File: src/pcshp_pkg.sv
// Shared types and constants for the pc sample hotspot profiler.
// No dependencies; every other file of the block imports this package.
package pcshp_pkg;

   localparam int ENTRIES     = 4096;
   localparam int TOP_N       = 20;
   localparam int MAX_RESULTS = 64;
   localparam int RUNS        = (TOP_N > MAX_RESULTS) ? MAX_RESULTS : TOP_N;

   localparam int IDX_W   = $clog2(ENTRIES);
   localparam int CNT_W   = IDX_W + 1;
   localparam int RUN_W   = $clog2(RUNS + 1);
   localparam int WIN_W   = 13;
   localparam int CSR_W   = 4;

   localparam logic [31:0] RESET_BASE   = 32'h0000_8000;
   localparam logic [WIN_W-1:0] RESET_WINDOW = 13'd4096;

   // request codes
   localparam logic [1:0] REQ_SAMPLE = 2'd0;
   localparam logic [1:0] REQ_CLEAR  = 2'd1;
   localparam logic [1:0] REQ_REPORT = 2'd2;

   // register indexes
   localparam logic [CSR_W-1:0] CSR_BASE   = 4'd0;
   localparam logic [CSR_W-1:0] CSR_WINDOW = 4'd1;

   typedef enum logic [1:0] {
      CMD_SAMPLE = 2'd0,
      CMD_CLEAR  = 2'd1,
      CMD_REPORT = 2'd2
   } cmd_op_type;

   typedef struct packed {
      cmd_op_type       op;
      logic [IDX_W-1:0] idx;
   } cmd_type;

   typedef struct packed {
      logic [31:0]      base;
      logic [CNT_W-1:0] span;
   } cfg_type;

   typedef struct packed {
      logic [1:0]  req_type;
      logic [31:0] sample_pc;
   } req_item_type;

   typedef struct packed {
      logic [31:0] hit_count;
      logic [11:0] word_index;
      logic [31:0] hit_address;
      logic        last;
   } rsp_item_type;

endpackage

File: src/pcshp_queue.sv
// Two-entry command queue between the front end and the bin engine.
// Depends on pcshp_pkg.
module pcshp_queue (
   input  logic               clock,
   input  logic               reset,
   input  logic               push_valid,
   input  pcshp_pkg::cmd_type push_cmd,
   output logic               q_ready,
   output logic               pop_valid,
   output pcshp_pkg::cmd_type pop_cmd,
   input  logic               pop
);
   import pcshp_pkg::*;

   cmd_type    slot_ff [2];
   logic       wr_ptr_ff, wr_ptr_in;
   logic       rd_ptr_ff, rd_ptr_in;
   logic [1:0] count_ff,  count_in;
   logic       do_push, do_pop;

   assign q_ready   = (count_ff != 2'd2);
   assign pop_valid = (count_ff != 2'd0);
   assign pop_cmd   = slot_ff[rd_ptr_ff];
   assign do_push   = push_valid && q_ready;
   assign do_pop    = pop && pop_valid;

   always_comb begin
      wr_ptr_in = do_push ? !wr_ptr_ff : wr_ptr_ff;
      rd_ptr_in = do_pop  ? !rd_ptr_ff : rd_ptr_ff;
      count_in  = count_ff;
      if (do_push && !do_pop) count_in = count_ff + 2'd1;
      if (do_pop && !do_push) count_in = count_ff - 2'd1;
   end

   always_ff @(posedge clock) begin
      if (reset) begin
         wr_ptr_ff <= 1'b0;
         rd_ptr_ff <= 1'b0;
         count_ff  <= 2'd0;
      end else begin
         wr_ptr_ff <= wr_ptr_in;
         rd_ptr_ff <= rd_ptr_in;
         count_ff  <= count_in;
      end
   end

   always_ff @(posedge clock) begin
      if (do_push) slot_ff[wr_ptr_ff] <= push_cmd;
   end

endmodule

File: config.mk
export PLATFORM = sky130hd
export DESIGN_NAME = pcshp_queue
export DESIGN_NICKNAME = d
export VERILOG_FILES = /design/src/pcshp_pkg.sv /design/src/pcshp_queue.sv
export SDC_FILE = /design/constraint.sdc
export NUM_CORES = 1
export LEC_CHECK = 0
export ABC_AREA = 1
export BUFFER_PORTS_ARGS = -buffer_cell sky130_fd_sc_hd__buf_2
export CORE_ASPECT_RATIO = 1.4
export CORE_UTILIZATION = 54
export DETAILED_ROUTE_END_ITERATION = 8
export PLACE_DENSITY = 0.82
export SYNTH_ARGS = -nofsm -noshare
export SYNTH_HDL_FRONTEND = slang
export SYNTH_SLANG_ARGS = --single-unit
File: constraint.sdc
create_clock -name clock -period 3.22 [get_ports clock]
set_clock_uncertainty 0.2 [all_clocks]
set_input_delay 0.322 -clock clock [delete_from_list [all_inputs] [get_ports clock]]
set_output_delay 0.322 -clock clock [all_outputs]
set_load 0.005 [all_outputs]
==> results.md, run 1 <==
* CP Class: reg2out
* GPL Wtd Cong at 0.655
* Fin nets at 155
* Initial antenna violation count at 0
* Distinct cells, synth at 14
* Htree depth at 2
* DRT antenna net count at 0
* Peak Freq at 473 MHz
* Run status: complete, no violations
* Num CTS Buffers at 5
* Core Footprint at 2180 sq um
* Final period util at 0.656
* Total power at 0.00115 W
* DR iter-0 viols at 23
* Syn. warnings at 0
* Vias in the first global route at 840
* Number of diodes at 0
* Skew-Pair Late Insertion Delay at 320 ps
* Critical path required time at 2700 ps
* Worst relative slew slack at 0.598
* Startpoint types: flop
* DIE WIDTH at 42.8 microns
* Drt drc at 0
* Syn Inst Count at 81
* Port Buffer Count at 33
* Final setup viols at 0
* Num ports at 34
* Clk slew on worst S/H paths at 100 ps
* CP peak stage delay at 720 ps
* Max cap viols at 0
* CP max stage cell: dfxtp_1
* Post-layout util at 0.779
* Setup TNS at 0 ps
* Total GRT Usage at 0.213
* Seq/Total Area, Yosys at 0.749
* Num rows at 20
* First-pass detailed-route iteration total at 4
* Fin cells at 159
* Routed length per instance at 13.9 microns
* R2r startpoint: count_ff[0]
* PwrDens at 680 nW/um^2
* Half-perimeter wire length after placement at 1450 microns
* Clock Path Buffers at 2
* Slew Limit Fails at 0
* Cell Chain, Critical Path: mux2_2 > buf_2
* Setup crit end kind: output pin
* Peak supply drop at 691 uV
* Die Ht at 59.1 microns
* Synth-to-Final Area Change at 35.0%
* Unrepaired setup endpoints after global routing: false
* Die area at 2530 sq um
* GR Overflow Total at 0
* Area contributors post-synth: edfxtp_1, mux2_2, dfxtp_1
* Via/cell ratio at 5.14
* Largest fanout on the critical path at 14
* Leakage at 0.694 nW
* Yosys reg bits at 33
* Most common cell after layout, fill and taps aside: buf_2
* CTS tree: built
* Cell accounting for the most synthesized area: edfxtp_1
* Mapped cell area at 1260 sq um
* Slew @ Worst Pin at 603 ps
* Clock Sinks at 33
* Commonest non-fill, non-tap cells in the layout: buf_2, edfxtp_1, mux2_2, dlygate4sd3_1, nor2_1
* First-pass GRT wire length at 3710 microns
* Share of layout cells above drive strength 1 at 0.438
* Post-CTS sizing at 0
* WL final at 2210 microns
* Syn Area/Cell at 15.5 sq um
* Initial Utilization at 0.577
* Worst hold path startpoint: push_valid
* Post-synth top area share at 0.669
* Final Hold Viols at 0
* Fin crit period at 2110 ps
* Placed insts at 137
* Critical path arrival at 1590 ps
* Largest net degree at the start of global routing at 15
* Hold Path Class: in2reg
* Post-Syn Nets at 100
* Via count at 818
* Root Buffer: clkbuf_4
layer usage:
| metal | global-route usage | up-vias | wire [microns] |
|---|---|---|---|
| met5 | 0 | - | 0 |
| met4 | 0.0938 | 0 | 37 |
| met3 | 0.0732 | 6 | 99 |
| met2 | 0.385 | 26 | 1300 |
| met1 | 0.217 | 390 | 775 |
| li1 | - | 396 | - |
layout make-up:
| type | count | area, sq um |
|---|---|---|
| fill | 149 | 482 |
| tap | 22 | 27.5 |
| clock inverter | 3 | 65.1 |
| timing repair buffer | 49 | 320 |
| inverter | 8 | 30.0 |
| multi-input combinational | 39 | 274 |
| sequential | 33 | 941 |
| clock buffer | 5 | 37.5 |
repair_timing:
| item | 4_1_cts | 5_1_grt |
|---|---|---|
| endpoints found under the hold margin | 28 | 0 |
| setup endpoints to repair | 0 | 0 |
| buffers inserted | 0 | 0 |
| hold buffers | 14 | 0 |
logic make-up (layout without fill, tap and decap cells):
family          count (synthesis)  after routing  share of synthesized area
compound gates                  5              5                     0.0199
fa+ha+maj                       1              1                    0.00996
buf+inv                         9             65                     0.0329
flops                          33             33                      0.749
mux                            14             14                      0.125
simple gates                   19             19                     0.0628
sequential cells by signal, summed over array words and instances, names as in the netlist, named ones only:
register	cells
rd_ptr_ff	1
wr_ptr_ff	1
slot_ff	28
count_ff	2
per-stage QoR:
step	setup WS (ps)	instance area, sq um	hold slack [ps]
3_5_place_dp	1470	1450	293
5_1_grt	1020	1700	42.6
3_3_place_gp	1480	1450	277
6_report	1110	1700	62.4
4_1_cts	1100	1700	49.0
2_1_floorplan	1450	1260	221
worst max-delay path, delay by kind of cell, from the launching register on:
family / cells / cell delay (ps)
flops: 1 / 720
mux: 1 / 420
buf+inv: 1 / 130
power by group:
group | internal (W) | switching (W)
logic | 0.000118 | 0.000107
registers | 0.000523 | 0.0000335
clock network | 0.000240 | 0.000131
total | 0.000881 | 0.000271
worst paths after layout:
| path | cells past startpoint | endpoint | slack, ps |
|---|---|---|---|
| max reg2reg | 10 | count_ff[1] | 1640 |
| min reg2reg | 2 | wr_ptr_ff | 320 |
| min | 3 | wr_ptr_ff | 60 |
| max | 2 | pop_cmd[9] | 1110 |
synthesized netlist by cell type, drive strengths merged:
| cell | count |
|---|---|
| buf | 1 |
| nand2 | 8 |
| mux2 | 14 |
| inv | 8 |
| dfxtp | 5 |
| ha | 1 |
| nor2 | 10 |
| edfxtp | 28 |
| a21oi | 2 |
| o21ai | 3 |
| nand4 | 1 |
No activity file was read; power rests on OpenSTA's default activity.
==> run 2: changes to the inputs <==
- CORE_UTILIZATION: 54 -> 45
- PLACE_DENSITY: 0.82 -> 0.73
- clock period: 3.22 -> 1.8 ns (I/O delays scaled with it)
==> results.md, run 2 (synthesis gave the netlist of run 1 again) <==
* Synth-to-Final Area Change at 36.1%
* First-pass GRT wire length at 3210 microns (-13%)
* CP Class: reg2out
* Fin nets at 159 (+2.6%)
* CTS tree: built
* Cell Chain, Critical Path: buf_12 > mux2_2 > buf_2
* Clock Sinks at 33 (unchanged)
* Hold Path Class: reg2reg
* Clock Path Buffers at 2 (unchanged)
* Fin crit period at 1700 ps
* PwrDens at 1030 nW/um^2 (+52%)
* Half-perimeter wire length after placement at 1380 microns (-5.2%)
* Initial Utilization at 0.475 (-0.102)
* First-pass detailed-route iteration total at 4 (unchanged)
* Max reg flops at 28 (unchanged)
* Worst relative slew slack at 0.870 (+0.272)
* Final Cell Area at 1710 sq um (+0.81%)
* DIE WIDTH at 46.7 microns (+9.1%)
* Startpoint types: flop
* Share of layout cells above drive strength 1 at 0.421 (-0.0165)
* Largest net degree at the start of global routing at 15 (unchanged)
* Peak supply drop at 621 uV (-10%)
* Commonest non-fill, non-tap cells in the layout: buf_2, edfxtp_1, dlygate4sd3_1
* Num CTS Buffers at 5 (unchanged)
* CP peak stage delay at 400 ps (-320 ps)
* Critical path required time at 1420 ps (-1280 ps)
* Unrepaired setup endpoints after global routing: false
* Vias in the first global route at 800 (-4.8%)
* Die Ht at 64.5 microns (+9.2%)
* Final setup viols at 0 (unchanged)
* Initial antenna violation count at 0 (unchanged)
* Htree depth at 2 (unchanged)
* Via/cell ratio at 4.54 (-12%)
* Register area at 945 sq um (+0.40%)
* DR iter-0 viols at 17 (-26%)
* Biggest register: slot_ff
* Run status: complete, no violations
* DRT antenna net count at 0 (unchanged)
* Core Footprint at 2640 sq um (+21%)
* Die area at 3010 sq um (+19%)
* Biggest regs: slot_ff x28, count_ff x2
* Final Hold Viols at 0 (unchanged)
* Peak Freq at 590 MHz
* Drt drc at 0 (unchanged)
* Placed insts at 152 (+11%)
* Setup TNS at 0 ps (unchanged)
* Root Buffer: clkbuf_4
* Num ports at 34 (unchanged)
* Skew-Pair Late Insertion Delay at 320 ps (about the same)
* Total power at 0.00177 W (+53%)
* Post-CTS Setup Bufs at 0 (unchanged)
* Fillers at 231 (+55%)
* Multi-input logic area at 274 sq um (unchanged)
* Leakage at 0.686 nW (-1.1%)
* GR Overflow Total at 0 (unchanged)
* CP max stage cell: dfxtp_4
* Port Buffer Count at 33 (unchanged)
* Number of diodes at 0 (unchanged)
* Clk slew on worst S/H paths at 90 ps (about the same)
* Via count at 799 (-2.3%)
* Final period util at 0.942
* Most common cell after layout, fill and taps aside: buf_2
* Slew Limit Fails at 0 (unchanged)
* Placed Area at 1490 sq um (+2.6%)
* Routed length per instance at 11.6 microns (-16%)
* WL final at 2050 microns (-7.2%)
* Max cap viols at 0 (unchanged)
* Num rows at 22 (+10%)
* GPL Wtd Cong at 0.620 (-5.4%)
* Total GRT Usage at 0.162 (-0.0500)
* Setup crit end kind: output pin
* Slew @ Worst Pin at 195 ps (-407 ps)
* Fin cells at 176 (+11%)
* Largest fanout on the critical path at 9 (-5)
* Critical path arrival at 1320 ps (-270 ps)
==> run 2: worst paths after layout <==
path                    start  slack, ps  cells after the start     endpoint
hold / removal      rd_ptr_ff        330                      2    rd_ptr_ff
setup reg to reg  count_ff[0]        250                      9  count_ff[1]
setup / recovery         flop        100                      3  pop_cmd[11]
hold reg to reg     rd_ptr_ff        330                      2    rd_ptr_ff
==> run 2: what timing repair did <==
action / in CTS / in global routing
hold endpoints to repair: 33 / 0
endpoints found under the setup margin: 9 / 1
hold buffers: 17 / 0
gates resized for setup: 1 / 1
==> run 2: where the power goes <==
group	leakage (nW)	internal, W	total (W)	switching [W]
clock network	0.0258	0.000141	0.000350	0.000208
registers	0.304	0.000937	0.000982	0.0000446
logic	0.357	0.000235	0.000436	0.000201
==> run 2: layer usage <==
layer / track usage / routed length (microns)
met2: 0.276 / 1110
met4: 0.0964 / 61
met1: 0.143 / 754
met3: 0.0808 / 124
met5: 0 / 0
==> run 2: area by class of cell <==
class | instances | share of cell area
Clock inverter | 1 | 0.00220
Inverter | 8 | 0.0176
Sequential cell | 33 | 0.553
Timing Repair Buffer | 53 | 0.217
Multi-Input combinational cell | 39 | 0.160
Tap cell | 36 | 0.0264
Clock buffer | 6 | 0.0242
==> run 2: stage by stage <==
stage | hold WS, ps | utilization | setup WS (ps)
2_1_floorplan | 78.9 | - | 25.1
5_1_grt | 362 | 0.647 | 37.7
6_report | 331 | 0.647 | 104
3_5_place_dp | 173 | 0.564 | 273
3_3_place_gp | 168 | 0.564 | 312
4_1_cts | 318 | 0.646 | 42.0
==> run 2: critical path: cells and delay by family, from the launching register on <==
family	cells	cell delay (ps)
buf+inv	2	260
flops	1	400
mux	1	330
==> run 3: changes to the inputs <==
- RECOVER_POWER: default -> 50
==> results.md, run 3 (synthesis gave the netlist of run 1 again) <==
* CP max stage cell: dfxtp_4
* Cell Chain, Critical Path: buf_12 > mux2_2 > buf_2
* Largest net degree at the start of global routing at 15 (unchanged)
* Die area at 3010 sq um (unchanged)
* Biggest regs: slot_ff x28, count_ff x2
* Peak Freq at 590 MHz (about the same)
* Run status: complete, no violations
* Final setup viols at 0 (unchanged)
* Worst hold path startpoint: count_ff[1]
* Grt met2 use at 0.276 (unchanged)
* GPL Wtd Cong at 0.620 (unchanged)
* Hold Path Class: reg2reg
* Fillers at 233 (+0.87%)
* Htree depth at 2 (unchanged)
* Die Ht at 64.5 microns (unchanged)
* Unrepaired setup endpoints after global routing: false
* Fin nets at 159 (unchanged)
* Final period util at 0.942 (about the same)
* Biggest register: slot_ff
* Half-perimeter wire length after placement at 1380 microns (unchanged)
* Routed length per instance at 11.6 microns (about the same)
* Total power at 0.00175 W (-0.88%)
* CTS tree: built
* Critical path required time at 1420 ps (about the same)
* Total GRT Usage at 0.162 (unchanged)
* Slew Limit Fails at 0 (unchanged)
* Met3 Usage GRT at 0.0808 (unchanged)
* Peak supply drop at 632 uV (+1.9%)
* DR iter-0 viols at 14 (-3)
* Max cap viols at 0 (unchanged)
* Setup TNS at 0 ps (unchanged)
* Num CTS Buffers at 5 (unchanged)
* Most Crowded Layer GR: met2
* Clk slew on worst S/H paths at 90 ps (about the same)
* Largest fanout on the critical path at 9 (unchanged)
* Clock Sinks at 33 (unchanged)
* PwrDens at 1030 nW/um^2 (about the same)
* Root Buffer: clkbuf_4
* Via count at 804 (+0.63%)
* Leakage at 0.675 nW (-1.7%)
* Commonest non-fill, non-tap cells in the layout: buf_2, edfxtp_1, dlygate4sd3_1
* Post-layout util at 0.641 (-0.00568)
* Register area at 945 sq um (unchanged)
* WL final at 2050 microns (about the same)
* Startpoint types: flop
* CP peak stage delay at 400 ps (about the same)
* Drt drc at 0 (unchanged)
* DRT antenna net count at 0 (unchanged)
* Slew @ Worst Pin at 338 ps (+143 ps)
* GR Overflow Total at 0 (unchanged)
* Clock Path Buffers at 2 (unchanged)
* Core Footprint at 2640 sq um (unchanged)
* Most common cell after layout, fill and taps aside: buf_2
* Num ports at 34 (unchanged)
* First-pass GRT wire length at 3210 microns (unchanged)
* Num rows at 22 (unchanged)
* Number of diodes at 0 (unchanged)
* Post-CTS Setup Bufs at 0 (unchanged)
* Critical path arrival at 1320 ps (about the same)
* Synth-to-Final Area Change at 34.9%
* Fin crit period at 1700 ps (-0.370 ps)
* DIE WIDTH at 46.7 microns (unchanged)
* Share of layout cells above drive strength 1 at 0.371 (-0.0500)
* Via/cell ratio at 4.57 (+0.63%)
* Initial Utilization at 0.475 (unchanged)
* Max reg flops at 28 (unchanged)
* M1 GR Usage at 0.143 (unchanged)
* Initial antenna violation count at 0 (unchanged)
* CP Class: reg2out
* First-pass detailed-route iteration total at 4 (unchanged)
* Multi-input logic area at 269 sq um (-1.8%)
* Port Buffer Count at 33 (unchanged)
* Vias in the first global route at 800 (unchanged)
* Final Hold Viols at 0 (unchanged)
* Skew-Pair Late Insertion Delay at 320 ps (about the same)
* Worst relative slew slack at 0.775 (-0.0953)
* Setup crit end kind: output pin
* R2r startpoint: count_ff[0]
==> run 3: cell types whose count changed in the layout (fill, tap and decap cells not counted), sizes merged <==
cell	before	now
clkbuf	6	10
buf	36	32
==> run 3: worst max-delay path: cells and delay by family, from the launching register on <==
family / cells / cell delay [ps]
buf+inv: 2 / 260
flops: 1 / 400
mux: 1 / 330
==> run 3: final cells by class <==
type                            count  area share
Tap cell                           36      0.0266
Timing Repair Buffer               53       0.213
Clock inverter                      1     0.00222
Sequential cell                    33       0.558
Inverter                            8      0.0177
Multi-Input combinational cell     39       0.159
Clock buffer                        6      0.0244
==> run 3: timing repair <==
item,4_1_cts,5_1_grt
gates resized for setup,1,1
setup endpoints to repair,9,1
hold buffers,17,0
hold endpoints to repair,33,0
pin swaps,0,0
==> run 3: metal layers <==
metal / routed length [microns] / vias up / share of wire
met5: 0 / - / 0
met4: 61 / 0 / 0.030
met3: 118 / 5 / 0.058
met2: 1110 / 27 / 0.54
met1: 760 / 368 / 0.37
li1: - / 404 / -
==> run 3: path summary, 6_finish.rpt <==
path / to / slack [ps] / cells past startpoint
max: pop_cmd[11] / 100 / 3
min: count_ff[1] / 320 / 2
max reg2reg: slot_ff[0][9] / 180 / 5
min reg2reg: count_ff[1] / 320 / 2
==> run 3: stage by stage <==
step	setup WS, ps	instance area [sq um]	std cells	hold WS [ps]
after floorplan	25.1	1260	81	78.9
after global placement	312	1490	152	168
after detailed placement	273	1490	152	173
after CTS	42.0	1710	176	318
after global routing	34.4	1690	176	362
final	104	1690	176	325
==> run 3: report_power, final <==
| group | switching, W | total (W) | internal [W] |
|---|---|---|---|
| Sequential | 0.0000422 | 0.000980 | 0.000938 |
| Combinational | 0.000197 | 0.000422 | 0.000225 |
| Clock | 0.000208 | 0.000350 | 0.000141 |
| Total | 0.000447 | 0.00175 | 0.00130 |
