===== src/pcshp_pkg.sv =====
// Shared types and constants for the pc sample hotspot profiler.
// No dependencies; every other file of the block imports this package.
package pcshp_pkg;

   localparam int ENTRIES     = 4096;
   localparam int TOP_N       = 20;
   localparam int MAX_RESULTS = 64;
   localparam int RUNS        = (TOP_N > MAX_RESULTS) ? MAX_RESULTS : TOP_N;

   localparam int IDX_W   = $clog2(ENTRIES);
   localparam int CNT_W   = IDX_W + 1;
   localparam int RUN_W   = $clog2(RUNS + 1);
   localparam int WIN_W   = 13;
   localparam int CSR_W   = 4;

   localparam logic [31:0] RESET_BASE   = 32'h0000_8000;
   localparam logic [WIN_W-1:0] RESET_WINDOW = 13'd4096;

   // request codes
   localparam logic [1:0] REQ_SAMPLE = 2'd0;
   localparam logic [1:0] REQ_CLEAR  = 2'd1;
   localparam logic [1:0] REQ_REPORT = 2'd2;

   // register indexes
   localparam logic [CSR_W-1:0] CSR_BASE   = 4'd0;
   localparam logic [CSR_W-1:0] CSR_WINDOW = 4'd1;

   typedef enum logic [1:0] {
      CMD_SAMPLE = 2'd0,
      CMD_CLEAR  = 2'd1,
      CMD_REPORT = 2'd2
   } cmd_op_type;

   typedef struct packed {
      cmd_op_type       op;
      logic [IDX_W-1:0] idx;
   } cmd_type;

   typedef struct packed {
      logic [31:0]      base;
      logic [CNT_W-1:0] span;
   } cfg_type;

   typedef struct packed {
      logic [1:0]  req_type;
      logic [31:0] sample_pc;
   } req_item_type;

   typedef struct packed {
      logic [31:0] hit_count;
      logic [11:0] word_index;
      logic [31:0] hit_address;
      logic        last;
   } rsp_item_type;

endpackage


===== src/pcshp_front.sv =====
// Front end: configuration registers, request classification and queue push.
// Depends on pcshp_pkg.
module pcshp_front (
   input  logic                       clock,
   input  logic                       reset,
   input  logic                       csr_valid,
   output logic                       csr_ready,
   input  logic [pcshp_pkg::CSR_W-1:0] csr_index,
   input  logic [31:0]                csr_wdata,
   input  logic                       req_valid,
   output logic                       req_ready,
   input  pcshp_pkg::req_item_type    req_data,
   input  logic                       q_ready,
   input  logic                       init_busy,
   output logic                       push_valid,
   output pcshp_pkg::cmd_type         push_cmd,
   output pcshp_pkg::cfg_type         cfg
);
   import pcshp_pkg::*;

   logic [31:0]      base_ff,   base_in;
   logic [WIN_W-1:0] window_ff, window_in;
   logic [31:0]      win32;
   logic [CNT_W-1:0] span;
   logic [31:0]      offset;
   logic             aligned;
   logic             in_win;
   logic             keep;

   assign csr_ready = 1'b1;

   always_comb begin
      base_in   = base_ff;
      window_in = window_ff;
      if (csr_valid) begin
         case (csr_index)
            CSR_BASE:   base_in   = csr_wdata;
            CSR_WINDOW: window_in = csr_wdata[WIN_W-1:0];
            default:    ;
         endcase
      end
   end

   always_ff @(posedge clock) begin
      if (reset) begin
         base_ff   <= RESET_BASE;
         window_ff <= RESET_WINDOW;
      end else begin
         base_ff   <= base_in;
         window_ff <= window_in;
      end
   end

   // clamp the window to the table depth
   assign win32 = 32'(window_ff);
   assign span  = (win32 > 32'(ENTRIES)) ? CNT_W'(ENTRIES) : CNT_W'(win32);

   assign cfg.base = base_ff;
   assign cfg.span = span;

   assign offset  = req_data.sample_pc - base_ff;
   assign aligned = (offset[1:0] == 2'b00);
   assign in_win  = (32'(span) > {2'b00, offset[31:2]});

   always_comb begin
      keep        = 1'b0;
      push_cmd.op = CMD_SAMPLE;
      push_cmd.idx = offset[IDX_W+1:2];
      case (req_data.req_type)
         REQ_SAMPLE: keep = aligned && in_win;
         REQ_CLEAR: begin
            keep        = 1'b1;
            push_cmd.op = CMD_CLEAR;
         end
         REQ_REPORT: begin
            keep        = 1'b1;
            push_cmd.op = CMD_REPORT;
         end
         default: keep = 1'b0;
      endcase
   end

   // drop ignored requests here; they never reach the queue
   assign req_ready  = q_ready && !init_busy;
   assign push_valid = req_valid && req_ready && keep;

endmodule


===== config.mk =====
export PLATFORM = sky130hd
export DESIGN_NAME = pcshp_front
export DESIGN_NICKNAME = d
export VERILOG_FILES = /design/src/pcshp_pkg.sv /design/src/pcshp_front.sv
export SDC_FILE = /design/constraint.sdc
export NUM_CORES = 1
export LEC_CHECK = 0
export BUFFER_PORTS_ARGS = -buffer_cell sky130_fd_sc_hd__buf_4
export CORE_AREA = 2 2 97 99
export DETAILED_ROUTE_END_ITERATION = 16
export DIE_AREA = 0 0 99 101
export PLACE_DENSITY = 0.77
export SETUP_SLACK_MARGIN = 0.15
export SLEW_MARGIN = 20
export SYNTH_ARGS = -nofsm -noshare
export SYNTH_HDL_FRONTEND = slang
export SYNTH_SLANG_ARGS = --single-unit

===== constraint.sdc =====
create_clock -name clock -period 5.05 [get_ports clock]
set_input_delay 1.01 -clock clock [delete_from_list [all_inputs] [get_ports clock]]
set_output_delay 1.01 -clock clock [all_outputs]
set_load 0.01 [all_outputs]

==> out/metrics.cfg, run 1 <==
[placed_design]
placed_cell_area_um2=5630
dp_slack_ps=-512
gp_congestion=1.03
dp_hpwl_mm=11.4
place_inst=837
port_buffers=136

[timing]
period_share_pct=112
fmax_mhz=177
hold_violations=0
clock_skew_ps=0
worst_slack_ps=-598
timing.final.crit_period_ps=5650
tightest_slew_ps=726
hold_ws_ps=477
finalMaxSlewViolations=0
rsz0062_at_grt=true
final-setup-viol-count=1
slew_headroom_pct=51.5
tns_ps=-598

[global_routing]
grt_pass1_wl_mm=21.8
overflow=0
antenna_found_initial=0
grt_pass1_vias=4407
grt_max_degree=46
grtUsageTotal_pct=26.9

[clock_network]
clockRootBuffer=clkbuf_8
cts_tree=done
postCtsSetupBuffers=0
clock_sink_count=45
cts-htree-levels=2
clockBufferDepth=2
cts_hold_buffers=0
clkLatencyLatePin_ps=290
cts_buffers=5
path_clk_slew_ps=80

[route]
wl_per_cell_um=16.5
wl_mm=13.9
dr.pass1.iters=5
vias=4610
drtIter0Drc=218
drcViolationCount=0
drtAntennaViolNets=0
vias_per_cell=5.46

[pwr]
power_mw=1.00
ir_worst_vdd_mv=0.198
power.density_nw_per_um2=174
leakagePower_nw=2.62

[floorplanning]
dieArea_um2=10000
std_cell_rows=35
initial_utilization_pct=46.2
ios=138
die_h_um=101
core_um2=8980
die_width_um=99

[run_status]
violations=setup timing
status=complete, but fails checks

[synth]
yosysUniqueCellTypes=64
synth_top_cells_by_area=dfxtp_1 (22%), ha_1 (14%), nand2_1 (8.3%)
syn_area_um2=4140
synth_top_area_share_pct=21.7
synth-seq-cells=45
synth-seq-area-share_pct=21.7
ys.flop_type=dfxtp_1
yosysTopAreaCell=dfxtp_1
synthCells=567
post-synth-top-count-cell=nand2_1
synth-edff-count=0
yosys_warnings=0
syn_nets=692
synthArstFlopShare_pct=0
synth_area_per_cell_um2=7.31
synthTopCellsByCount=nand2_1 (92), a21oi_1 (63), inv_1 (51)

[setup_path]
crit_top_cell=nand4_1
worstPathBufferInverterCount=4
critical-path-max-stage-delay_ps=410
worst_ep_arrival_time_ps=4640
worstSetupStartpointType=input pin
slowest_stage=a221o_2
worst-setup-path-type=input pin to primary output
required_ps=4040
critPathCaptureType=primary output
cp_top_family=compound AO/OA/AOI/OAI gates
critPathMaxFanout=3
path_cells=buf_4 > inv_1 > ha_1 > inv_1 > fa_2 > a21o_1 > a221o_2 > xnor2_1 > ha_1 > nand4_1 > a21oi_1 > a211oi_1 > o31ai_1 > o22ai_1 > nor4_2 > nand4_1 > nor4_2 > nand4_1 > o21ai_2 > buf_4

[flow_run]
drv_cap=0

[layout]
postLayoutCellArea_um2=5750
n_antenna_cell=0
nets=858
fin_util_pct=64.0
drive_gt1_share_pct=29.7
final_cells=844
syn_to_final_growth_pct=38.7

[min_path]
hold_path.class=register to register

power by group:
| group | switching, mW | internal, mW |
|---|---|---|
| Sequential | 0.00454 | 0.359 |
| Clock | 0.119 | 0.144 |
| Combinational | 0.191 | 0.184 |
| Total | 0.315 | 0.687 |
cell usage in the layout, fill, tap and decap left out, drive strengths merged, types with 2 or more instances in the layout:
master   netlist  routed
and3           7       7
o221ai         2       2
a21o          15      15
a211oi         2       2
xnor2          9       9
o211ai         4       4
o22ai          2       2
nor3b          3       3
o311ai         2       2
clkbuf        20       5
o21ai         21      21
inv           51      51
a21oi         64      64
a31oi          5       5
nand2b         8       8
ha            48      48
o31a           2       2
nand4         16      16
nor2          37      37
nor2b         15      15
a211o          4       4
o21bai         4       4
mux2i         14      14
a2111oi        4       4
xor2          11      11
dfxtp         45      45
nand3         10      10
nor4           7       7
a221oi         2       2
buf            9     188
o21a           6       6
a221o          2       2
nor3           6       6
nand2         92      92
logic make-up (layout without fill, tap and decap cells):
group	Yosys count	after routing	share of synthesized area [%]
buffers and inverters	80	246	7.52
flip-flops	45	45	21.7
adder cells (fa/ha/maj)	49	49	15.0
multiplexers	15	15	3.65
AND/OR/NAND/NOR	208	208	23.9
other	1	1	0.0905
AO/OA/AOI/OAI	149	149	23.9
XOR/XNOR	20	20	4.23
routing by layer:
| layer | vias up | track usage (%) | wire length (µm) |
|---|---|---|---|
| li1 | 2303 | - | - |
| met1 | 2098 | 37.0 | 6070 |
| met2 | 186 | 44.6 | 6540 |
| met3 | 23 | 3.68 | 999 |
| met4 | 0 | 6.43 | 278 |
| met5 | - | 0 | 0 |
layout make-up:
cell class | instances | area (µm²)
fill | 805 | 3230
multi-input combinational | 442 | 3000
timing repair buffer | 188 | 1410
sequential | 45 | 901
inverter | 51 | 191
tap | 111 | 139
clock buffer | 5 | 68.8
clock inverter | 2 | 35.0
worst paths after layout:
check                                                start                         end  slack [ps]  cells past startpoint
worst max-delay path                           req_data[0]                  push_valid        -600                     20
worst min-delay path              base_ff[23]$_SDFFE_PP0P_    base_ff[23]$_SDFFE_PP0P_         480                      2
worst max register to register  window_ff[12]$_SDFFE_PP1P_  window_ff[12]$_SDFFE_PP1P_        4070                      1
worst min register to register    base_ff[23]$_SDFFE_PP0P_    base_ff[23]$_SDFFE_PP0P_         480                      2
state kept, by name, indices dropped and copies added, names as in the netlist:
signal and flops:
base_ff 32, window_ff 13
repair_timing:
| action | 4_1_cts | 5_1_grt |
|---|---|---|
| gates resized for setup | 0 | 2 |
| endpoints found under the setup margin | 1 | 1 |
| pin swaps | 1 | 0 |
Note: power is estimated with default switching activity, not from simulation.
==> run 2: changes to the inputs <==
--- a/config.mk
+++ b/config.mk
@@ -9,6 +9,7 @@
 export CORE_AREA = 2 2 97 99
 export DETAILED_ROUTE_END_ITERATION = 16
 export DIE_AREA = 0 0 99 101
+export GPL_TIMING_DRIVEN = 0
 export PLACE_DENSITY = 0.77
 export SETUP_SLACK_MARGIN = 0.15
 export SLEW_MARGIN = 20
==> out/metrics.cfg, run 2 (synthesized netlist as in run 1, its figures left out) <==
[run_status]
status=complete, but fails checks
violations=setup timing

[clock_network]
path_clk_slew_ps=80
cts_buffers=5
clockBufferDepth=2
cts-htree-levels=2
cts_tree=done
clkLatencyLatePin_ps=290
clockRootBuffer=clkbuf_8
clock_sink_count=45

[route]
drtIter0Drc=196
vias=4503
vias_per_cell=5.48
wl_mm=13.5
topRoutingLayerUsed=met4
wl_per_cell_um=16.5
drtAntennaViolNets=0
wl_met1_mm=6.07
dr_wl_met3_um=911
routed-wl-met2_mm=6.43
drcViolationCount=0
dr.pass1.iters=5

[flow_run]
drv_cap=0

[floorplanning]
std_cell_rows=35
initial_utilization_pct=46.2
dieArea_um2=10000
die_h_um=101
ios=138
die_width_um=99
core_um2=8980

[layout]
seq_area_um2=901
multiInputGateArea_um2=3030
nets=834
top_regs=base_ff: 32 flops, window_ff: 13 flops
regMostFlops=base_ff
final_cell_mix=buf_4 (136), nand2_1 (92), a21oi_1 (62)
n_antenna_cell=0
drive_gt1_share_pct=24.4
syn_to_final_growth_pct=32.2
final_common_cell=buf_4
fillCellCount=857
largest_reg_flops=32
fin_util_pct=61.0

[pwr]
ir_worst_vdd_mv=0.256
leakagePower_nw=2.41
power.density_nw_per_um2=167

[timing]
worst_slack_ps=-704
rsz0062_at_grt=true
finalMaxSlewViolations=0
slew_headroom_pct=39.1
timing.final.crit_period_ps=5750
clock_skew_ps=0
tightest_slew_ps=905
hold_ws_ps=470
final-setup-viol-count=1
period_share_pct=114
hold_violations=0
fmax_mhz=174

[placed_design]
dp_hpwl_mm=11.1
port_buffers=135
gp_congestion=0.975

[global_routing]
grtUsageTotal_pct=26.3
grt_pass1_vias=4255
antenna_found_initial=0
overflow=0
grt_pass1_wl_mm=21.3
grt_max_degree=13

[setup_path]
critPathMaxFanout=3
required_ps=4040
worstPathBufferInverterCount=4
slowest_stage=fa_2
critical-path-max-stage-delay_ps=350
reg2reg_slack_ps=3980
crit_top_cell=nand4_1
critPathLaunch=req_data[0]
worstSetupStartpointType=input pin
critPathCaptureType=primary output
worst-setup-path-type=input pin to primary output
r2r-start=window_ff[12]$_SDFFE_PP1P_
reg2reg_to=window_ff[12]$_SDFFE_PP1P_
r2r_cells=2
cp_top_family=compound AO/OA/AOI/OAI gates
worst_ep_arrival_time_ps=4740
path_cells=buf_4 > inv_1 > ha_1 > inv_1 > fa_2 > a21o_1 > a221oi_2 > o21ai_1 > nand3_1 > nand2_1 > xnor2_2 > ha_1 > nand4_1 > o31ai_2 > o22ai_1 > nor4_2 > nand4_1 > nor4_2 > nand4_1 > o21ai_2 > buf_4

[min_path]
hold_path.class=register to register
hold_depth=2
holdPathEnd=base_ff[25]$_SDFFE_PP0P_
hp-start=base_ff[25]$_SDFFE_PP0P_

==> run 2: changes by cell type in the layout (fill, tap and decap cells not counted), sizes merged <==
| cell | previous run | this run |
|---|---|---|
| clkbuf | 5 | 28 |
| buf | 188 | 144 |
| bufinv | 1 | 0 |
| clkinv | 1 | 0 |
==> run 2: how the worst max path moves through the flow <==
| stage | endpoint | slack [ps] | cells past startpoint |
|---|---|---|---|
| 2_1_floorplan | push_valid | 70 | 18 |
| 3_3_place_gp | push_valid | -700 | 21 |
| 3_5_place_dp | push_valid | -770 | 21 |
| 4_1_cts | push_valid | -670 | 21 |
| 5_1_grt | push_valid | -900 | 22 |
| 6_report | push_valid | -700 | 21 |
==> run 2: per-layer routing <==
| layer | up-vias | track usage [%] |
|---|---|---|
| met4 | 0 | 4.95 |
| met5 | - | 0 |
| met1 | 2073 | 37.3 |
| li1 | 2263 | - |
| met2 | 158 | 43.9 |
| met3 | 9 | 2.64 |
==> run 2: repair_timing <==
action / CTS / global route
pin swaps: 0 / 0
setup buffers: 0 / 0
hold buffers: 0 / 0
setup endpoints to repair: 1 / 1
resized for setup: 8 / 0
==> run 2: per-stage QoR <==
stage,setup slack (ps),cells,TNS [ps],power [mW],instance area [µm²]
2_1_floorplan,69.1,567,0,0.570,4190
3_3_place_gp,-696,813,-696,0.693,5340
3_5_place_dp,-767,813,-767,0.699,5340
4_1_cts,-673,821,-673,0.915,5480
5_1_grt,-897,821,-897,0.969,5480
6_report,-704,821,-704,0.914,5480
==> run 2: final cells by class <==
type | count | share of cell area, %
clock buffers | 8 | 1.46
plain buffers | 29 | 2.19
flip-flops and latches | 45 | 16.4
inverters | 51 | 3.49
repair buffers | 135 | 18.5
multi-input cells | 442 | 55.4
well taps | 111 | 2.53
==> run 2: power by group <==
| group | internal (mW) | switching, mW | leakage, nW |
|---|---|---|---|
| combinational | 0.155 | 0.187 | 2.01 |
| sequential | 0.359 | 0.00379 | 0.363 |
| clock | 0.0984 | 0.111 | 0.0395 |
| total | 0.612 | 0.302 | 2.41 |
==> run 2: worst min-delay path: cells and delay by family (launching register included) <==
family	cells	cell delay, ps
AOI/OAI and AO/OA	1	50
DFF	1	320
and+or+nand+nor	1	50
==> run 3: changes to the inputs <==
--- a/config.mk
+++ b/config.mk
@@ -6,9 +6,11 @@
 export NUM_CORES = 1
 export LEC_CHECK = 0
 export BUFFER_PORTS_ARGS = -buffer_cell sky130_fd_sc_hd__buf_4
-export CORE_AREA = 2 2 97 99
+export CELL_PAD_IN_SITES_DETAIL_PLACEMENT = 0
+export CELL_PAD_IN_SITES_GLOBAL_PLACEMENT = 1
+export CORE_AREA = 2 2 116 118
 export DETAILED_ROUTE_END_ITERATION = 16
-export DIE_AREA = 0 0 99 101
+export DIE_AREA = 0 0 118 120
 export GPL_TIMING_DRIVEN = 0
 export PLACE_DENSITY = 0.77
 export SETUP_SLACK_MARGIN = 0.15
==> out/metrics.cfg, run 3 (synthesized netlist as in run 1, its figures left out) <==
[layout]
top_regs=base_ff: 32 flops, window_ff: 13 flops
nets=834
final_cell_mix=buf_4 (136), nand2_1 (92), a21oi_1 (61)
largest_reg_flops=32
n_antenna_cell=0
fillCellCount=1365
regMostFlops=base_ff
final_common_cell=buf_4
fin_util_pct=43.4
syn_to_final_growth_pct=35.8
drive_gt1_share_pct=24.5

[route]
dr.pass1.iters=4
wl_per_cell_um=16.2
drtAntennaViolNets=0
drcViolationCount=0
drtIter0Drc=226
vias_per_cell=5.05
vias=4472
wl_mm=14.3

[clock_network]
cts_hold_buffers=0
clockBufferDepth=2
path_clk_slew_ps=60
clkLatencyLatePin_ps=280
post_cts_resized=2
postCtsSetupBuffers=0
cts_buffers=5
clock_sink_count=45
cts-htree-levels=2
cts_tree=done
clockRootBuffer=clkbuf_16

[placed_design]
gp_congestion=0.886
dp_hpwl_mm=12.0
port_buffers=135

[timing]
period_share_pct=114
timing.final.crit_period_ps=5760
hold_violations=0
worst_slack_ps=-710
clock_skew_ps=0
final-setup-viol-count=1
hold_ws_ps=471
fmax_mhz=174
slew_headroom_pct=34.3
finalMaxSlewViolations=0
rsz0062_at_grt=true
tightest_slew_ps=976

[run_status]
violations=setup timing
status=complete, but fails checks

[pwr]
power_mw=1.09
p_comb_share_pct=31.2
swShare_pct=30.2
power.density_nw_per_um2=193
p_seq_share_pct=33.4
clkPwrFrac_pct=35.3
ir_worst_vdd_mv=0.176
leakagePower_nw=2.44
power.internal_uw=759
p_sw_uw=328

[setup_path]
worst_ep_arrival_time_ps=4750
r2r_cells=2
critPathMaxFanout=3
critPathLaunch=req_data[0]
critPathCaptureType=primary output
worst-setup-path-type=input pin to primary output
worstSetupStartpointType=input pin
required_ps=4040
r2r-start=window_ff[12]$_SDFFE_PP1P_

[global_routing]
overflow=0
antenna_found_initial=0
grtUsageTotal_pct=19.5
grt_max_degree=15
grt_pass1_vias=4216
grt_pass1_wl_mm=22.0

[floorplanning]
std_cell_rows=42
core_um2=13000
die_width_um=118
dieArea_um2=14200
initial_utilization_pct=31.9
die_h_um=120
ios=138

[min_path]
hold_path.class=register to register
hp-start=base_ff[25]$_SDFFE_PP0P_
hold_depth=2

[flow_run]
drv_cap=0

run 3: worst paths after layout:
path / to / slack, ps
max: push_valid / -710
min: base_ff[25]$_SDFFE_PP0P_ / 470
max reg2reg: window_ff[12]$_SDFFE_PP1P_ / 3950
min reg2reg: base_ff[25]$_SDFFE_PP0P_ / 470
run 3: power by group through the flow:
stage	logic [mW]	registers, mW	clock network (mW)
3_3_place_gp	0.330	0.371	0
5_1_grt	0.371	0.364	0.409
2_1_floorplan	0.198	0.372	0
4_1_cts	0.335	0.363	0.394
6_report	0.339	0.363	0.384
3_5_place_dp	0.332	0.372	0
run 3: routing by layer:
metal	part of all wire [%]	routed length, µm	GRT usage [%]	up-vias
li1	-	-	-	2264
met1	47	6760	26.9	2070
met2	46	6560	32.2	126
met3	5.3	761	2.19	12
met4	1.7	238	5.42	0
met5	0	0	0	-
run 3: layout make-up:
type                    count  area (µm²)  area share, %
repair buffers            135        1010           18.0
multi-input cells         442        3010           53.4
well taps                 176         220           3.91
inverters                  51         191           3.40
plain buffers              29         120           2.13
flip-flops and latches     45         901           16.0
clock buffers               6         139           2.47
clock inverters             2        37.5          0.667
run 3: metrics by stage:
| step | instance area, µm² | cells | setup slack, ps | TNS (ps) |
|---|---|---|---|---|
| 6_report | 5630 | 886 | -710 | -710 |
| 5_1_grt | 5630 | 886 | -953 | -953 |
| 3_3_place_gp | 5430 | 878 | -908 | -908 |
| 4_1_cts | 5610 | 886 | -749 | -749 |
| 2_1_floorplan | 4190 | 567 | 69.1 | 0 |
| 3_5_place_dp | 5430 | 878 | -854 | -854 |
run 3: worst max-delay path: stages:
cell and delay [ps]:
buf_4 110, inv_1 50, ha_1 150, inv_1 50, fa_2 370, a21o_1 210
a221oi_2 310, o21ai_1 150, nand3_1 100, nand2_1 90, xnor2_2 160, ha_1 300
nand4_1 150, o31ai_2 290, o22ai_1 120, nor4_2 310, nand4_1 160, nor4_2 210
nand4_1 150, o21ai_2 160, buf_4 130
